===== src/sv/ccc_pkg.sv =====
// Shared constants for the three-point circumference pipeline.
package ccc_pkg;

    // Digit width of the partial-product multipliers
    localparam int DIG_W = 32;

    // Result format and internal guard bits
    localparam int OUT_BITS = 48;
    localparam int GUARD    = 16;

    // Quotient bits of the diameter divide; a quotient at or above 2^QUO_BITS saturates
    localparam int QUO_BITS = OUT_BITS - 1 + GUARD;

    // pi scaled by 2^62, rounded to nearest
    localparam int          PI_W   = 64;
    localparam logic [63:0] PI_Q62 = 64'hC90FDAA22168C235;

    // Final scaling of diameter * pi back to the output format
    localparam int ROUND_SH = 62 + GUARD;

endpackage


===== src/sv/ccc_mul.sv =====
// Two-stage multi-lane multiplier built from 32x32 partial products.
module ccc_mul import ccc_pkg::*; #(
    parameter int LANES = 1,
    parameter int A_W   = 33,
    parameter int B_W   = 33,
    parameter int SB_W  = 1
) (
    input  logic                            i_clk,
    input  logic                            i_rst_n,
    input  logic                            i_en,
    input  logic                            i_valid,
    input  logic [LANES-1:0][A_W-1:0]       i_a,
    input  logic [LANES-1:0][B_W-1:0]       i_b,
    input  logic [SB_W-1:0]                 i_sb,
    output logic                            o_valid,
    output logic [LANES-1:0][A_W+B_W-1:0]   o_p,
    output logic [SB_W-1:0]                 o_sb
);

    localparam int NA  = (A_W + DIG_W - 1) / DIG_W;
    localparam int NB  = (B_W + DIG_W - 1) / DIG_W;
    localparam int P_W = A_W + B_W;

    logic [LANES-1:0][NA*DIG_W-1:0] a_ext;
    logic [LANES-1:0][NB*DIG_W-1:0] b_ext;
    logic [2*DIG_W-1:0]             n_pp [LANES][NA][NB];
    logic [2*DIG_W-1:0]             r_pp [LANES][NA][NB];
    logic [LANES-1:0][P_W-1:0]      n_p;
    logic [LANES-1:0][P_W-1:0]      r_p;
    logic [1:0]                     r_vld;
    logic [SB_W-1:0]                r_sb1;
    logic [SB_W-1:0]                r_sb2;

    // Stage 1: all digit products
    always_comb begin
        for (int l = 0; l < LANES; l++) begin
            a_ext[l] = (NA*DIG_W)'(i_a[l]);
            b_ext[l] = (NB*DIG_W)'(i_b[l]);
            for (int i = 0; i < NA; i++) begin
                for (int j = 0; j < NB; j++) begin
                    n_pp[l][i][j] = (2*DIG_W)'(a_ext[l][i*DIG_W +: DIG_W])
                                  * (2*DIG_W)'(b_ext[l][j*DIG_W +: DIG_W]);
                end
            end
        end
    end

    // Stage 2: weighted sum of the digit products
    always_comb begin
        for (int l = 0; l < LANES; l++) begin
            n_p[l] = '0;
            for (int i = 0; i < NA; i++) begin
                for (int j = 0; j < NB; j++) begin
                    n_p[l] = n_p[l] + (P_W'(r_pp[l][i][j]) << ((i + j) * DIG_W));
                end
            end
        end
    end

    // Valid bits
    always_ff @(posedge i_clk) begin
        if (!i_rst_n) begin
            r_vld <= '0;
        end else if (i_en) begin
            r_vld <= {r_vld[0], i_valid};
        end
    end

    // Payload
    always_ff @(posedge i_clk) begin
        if (i_en) begin
            r_pp  <= n_pp;
            r_sb1 <= i_sb;
            r_p   <= n_p;
            r_sb2 <= r_sb1;
        end
    end

    assign o_valid = r_vld[1];
    assign o_p     = r_p;
    assign o_sb    = r_sb2;

endmodule


===== config.mk =====
export PLATFORM = sky130hd
export DESIGN_NAME = ccc_mul
export DESIGN_NICKNAME = d
export VERILOG_FILES = /design/src/sv/ccc_pkg.sv /design/src/sv/ccc_mul.sv
export SDC_FILE = /design/constraint.sdc
export NUM_CORES = 2
export LEC_CHECK = 0
export BUFFER_PORTS_ARGS = -buffer_cell sky130_fd_sc_hd__buf_2
export CORE_UTILIZATION = 29
export CTS_CLUSTER_DIAMETER = 40
export CTS_CLUSTER_SIZE = 25
export DETAILED_ROUTE_END_ITERATION = 12
export PLACE_DENSITY = 0.46
export SYNTH_ARGS = -nofsm -noshare
export SYNTH_HDL_FRONTEND = slang
export SYNTH_SLANG_ARGS = --single-unit

===== constraint.sdc =====
create_clock -name i_clk -period 7.7 [get_ports i_clk]
set_input_delay 0 -clock i_clk [delete_from_list [all_inputs] [get_ports i_clk]]
set_output_delay 0 -clock i_clk [all_outputs]
set_load 0.005 [all_outputs]

# Word-level counts from Yosys, hierarchy flattened
# Index checks and enable logic that the tools add are counted.
classes:
  n_addsub: 3
  multipliers: 4
op_table:
  columns: ["operator", "n"]
  rows:
  - ["adder 64 x 65 -> 66 bit", 1]
  - ["adder 66 x 65 -> 66 bit", 1]
  - ["adder 66 bit", 1]
  - ["multiplier 32 x 32 -> 64 bit", 1]
  - ["multiplier 1 x 32 -> 33 bit", 1]
  - ["multiplier 32 x 1 -> 33 bit", 1]
  - ["multiplier 1 x 1 -> 2 bit", 1]
word_totals:
  word_cells: 15
  ff_bits: 202

# Longest topological paths before layout
depth:
  word_depth: 3
  mapped_depth: 27
  depth_no_buf: 25

# Least setup slack after synthesis
# Ideal clock, no wire load.
synth_path:
  kind: "input-to-reg"
  startpoint: "input port i_a[25] in the netlist's numbering"
  endpoint: "register r_pp[245] in the netlist's numbering (data pin)"
  n_path_buf: 1
  arrival_ns: 6.373
  cell_stages: 24
  slack_ns: 1.062
  cell_sequence: "clkbuf_1 > and2_1 > fa_1 > fa_1 > inv_1 > fa_1 > fa_1 > inv_1 > fa_1 > fa_1 > fa_1 > inv_1 > fa_1 > inv_1 > ha_1 > a21oi_1 > o21bai_1 > a21oi_1 > o31ai_1 > a221o_1 > a221o_1 > o21ai_1 > nor2b_1 > xnor2_1"
synth_lines:
  columns: ["element", "line", "source"]
  rows:
  - ["start: declaration", "ccc_mul.sv:12", "input logic [LANES-1:0][A_W-1:0] i_a,"]
  - ["end signal: assignment", "ccc_mul.sv:72", "r_pp <= n_pp;"]
  - ["end: declaration", "ccc_mul.sv:27", "logic [2*DIG_W-1:0] r_pp [LANES][NA][NB];"]

==> flow_metrics.tcl <==
set metrics [dict create \
    outcome "finished, violations left" \
    violations "design-rule violations" \
    track_usage_pct 18.42 \
    viasPerCell 4.587 \
    htreeDepth 4 \
    overflow 0 \
    grt_pass1_vias 31610 \
    routed-via-count 28620 \
    slowest_delay_ns 0.61 \
    fmax_mhz 138.6 \
    rsz0062_at_grt "false" \
    synth_flop_cell "edfxtp_1" \
    synth.avg_cell_area_um2 9.920 \
    rows 139 \
    finalMaxSlewViolations 0 \
    die-width_um 383.2 \
    post_cts_resized 0 \
    grt_pass1_wl_mm 201.3 \
    cts_hold_buf 3 \
    slowest_stage "fa_1" \
    cts.sinks 199 \
    crit_path_max_fanout 19 \
    cts_setup_buffers 0 \
    fillers 14860 \
    slew_headroom_pct 39.48 \
    synth-warning-count 0 \
    clock_path_buffers 2 \
    drt_iter0_markers 1669 \
    crit_required_ns 7.94 \
    drtPass1Iterations 11 \
    layout.nets 5616 \
    final_util_pct 32.11 \
    clock_skew_ns 0.01751 \
    end_kind "flop" \
    hold_slack_ns 0.03844 \
    min_path_type "primary input to flop" \
    core_mm2 0.1438 \
    ant_nets 0 \
    synth_cell_types 72 \
    chipHeight_um 383.2 \
    synth-seq-cells 199 \
    start_util_pct 29.30 \
    finalHoldViolCount 0 \
    drc 26 \
    grt_start_max_net_pins 149 \
    async_flop_share_pct 0 \
    cp.arrival_ns 7.45 \
    io_pins 139 \
    ys_seq_area_share_pct 14.13 \
    path_clk_slew_ns 0.09 \
    portBuffers 138 \
    wl_per_cell_um 20.98 \
    setup_viol 0 \
    routed_wl_mm 130.9 \
    crit_type "primary input to flop" \
    synth_area_mm2 0.04214 \
    synthesis.nets 5543 \
    multi_input_area_mm2 0.03200 \
    fin_setup_tns_ns 0 \
    gp_congestion 0.8853 \
    maxCapViolCount 0 \
    root_buffer "clkbuf_16" \
    startpoint_type "primary input" \
    dp_hpwl_mm 110.4 \
    drive_above_1_share_pct 7.730 \
    clock_latency_ns 0.49 \
    register_area_mm2 0.005956 \
    dieArea_mm2 0.1468 \
    worst_pin_slew_ns 0.9078 \
    cts_tree "built" \
    synth_edf_count 197 \
    fin_crit_ns 7.216 \
    post-route-period-util_pct 93.71 \
    cp_common_cell "fa_1" \
    area_delta_synth_final_pct 9.599 \
    numCtsBuffers 17 \
    synthCells 4248 \
    grt_antenna_before_repair 19 \
]
[routing by layer]
metal	routed length (um)	GRT usage [%]	part of all wire (%)
met1	61470	26.13	47
met2	60470	29.63	46
met3	6673	2.863	5.1
met4	2157	3.637	1.6
met5	117	0	0.089
[cell families (layout without fill, tap and decap cells)]
| logic type | after synthesis | in the layout | share of synthesized area, % |
|---|---|---|---|
| AND/OR/NAND/NOR | 1321 | 1321 | 16.32 |
| adder cells (fa/ha/maj) | 1224 | 1224 | 52.89 |
| buffers and inverters | 1109 | 1195 | 9.926 |
| AO/OA/AOI/OAI | 304 | 304 | 4.816 |
| flip-flops | 199 | 199 | 14.13 |
| XOR/XNOR | 86 | 86 | 1.787 |
| multiplexers | 5 | 5 | 0.1217 |
| other | 0 | 3 | 0 |
[per-stage QoR]
step	cell area, um2	setup WS (ns)	std cells
6_report	46180	0.4842	6240
5_1_grt	46180	0.09954	6238
4_1_cts	46180	0.4965	6237
3_5_place_dp	45530	-0.05508	6202
3_3_place_gp	45530	-0.03374	6202
2_1_floorplan	42140	1.062	4248
[worst paths after layout]
kind	endpoint	cells past startpoint	from	slack, ns
worst min register to register	o_p[13]$_DFFE_PP_	0	r_pp[205]$_DFFE_PP_	0.42
worst min-delay path	o_p[58]$_DFFE_PP_	1	i_en	0.04
worst max-delay path	r_pp[245]$_DFFE_PP_	25	i_a[21]	0.48
worst max register to register	o_p[65]$_DFFE_PP_	13	r_pp[65]$_DFFE_PP_	3.63
[layout by cell type, fill, tap and decap left out, drive strengths merged, types with 10 or more instances in the layout]
| cell type | Yosys | routed |
|---|---|---|
| edfxtp | 197 | 197 |
| inv | 880 | 889 |
| nor3 | 20 | 20 |
| and2 | 668 | 668 |
| fa | 929 | 929 |
| buf | 8 | 279 |
| clkbuf | 221 | 18 |
| and3 | 10 | 10 |
| nor2b | 15 | 15 |
| ha | 295 | 295 |
| a21oi | 109 | 109 |
| o21a | 10 | 10 |
| nand3 | 20 | 20 |
| o21bai | 22 | 22 |
| xnor2 | 62 | 62 |
| nand2 | 490 | 490 |
| nand4 | 14 | 14 |
| nor2 | 53 | 53 |
| xor2 | 24 | 24 |
| a21o | 43 | 43 |
| o21ai | 52 | 52 |
[cells in the mapped netlist, drive strengths merged, types with 2 or more instances]
cell | count | area, um2
fa | 929 | 18600
o21a | 10 | 82.57
ha | 295 | 3691
o2111ai | 2 | 17.52
nor2b | 15 | 93.84
o21bai | 22 | 165.2
dfxtp | 2 | 40.04
mux2i | 4 | 40.04
nand2b | 8 | 50.05
a41oi | 4 | 42.55
o22a | 2 | 17.52
a21boi | 5 | 41.29
a21o | 43 | 322.8
a311oi | 5 | 50.04
o31ai | 9 | 72.57
nand2 | 490 | 1839
a31o | 2 | 26.28
inv | 880 | 3303
o211ai | 7 | 57.55
a211oi | 5 | 37.54
o31a | 2 | 26.28
nor4 | 8 | 56.30
and2 | 668 | 4179
nand4 | 14 | 87.58
o21ai | 52 | 264.0
xnor2 | 62 | 543.0
buf | 8 | 50.04
a211o | 3 | 26.28
and4 | 3 | 26.28
a31oi | 9 | 86.33
a21oi | 109 | 560.5
nand3 | 20 | 100.1
xor2 | 24 | 210.2
a221o | 3 | 30.03
edfxtp | 197 | 5916
or3 | 5 | 31.28
o2111a | 2 | 22.52
nor3 | 20 | 105.1
clkbuf | 221 | 829.6
and3 | 10 | 62.56
nor2 | 53 | 198.9
or2 | 5 | 31.28
[worst max-delay path: cells and delay by family]
| family | cells | cell delay, ns |
|---|---|---|
| buffers and inverters | 7 | 1.17 |
| AOI/OAI and AO/OA | 6 | 1.45 |
| adders and majority gates | 9 | 4.33 |
| and+or+nand+nor | 2 | 0.41 |
| xor gates and xnor gates | 1 | 0.08 |
[registers in the layout (all words and copies together) (netlist names)]
name	cells
r_vld	2
o_sb	1
o_p	66
r_pp	129
r_sb1	1
[layout make-up]
class | instances | share of cell area (%)
repair buffers | 283 | 4.159
well taps | 1903 | 5.155
clock inverters | 15 | 0.4118
multi-input cells | 2940 | 69.29
clock buffers | 17 | 0.9211
flip-flops and latches | 199 | 12.90
inverters | 880 | 7.152
diodes | 3 | 0.01625
Power is not shown: default switching activity piles up to over one toggle a cycle in this logic, so the estimate is an artifact.
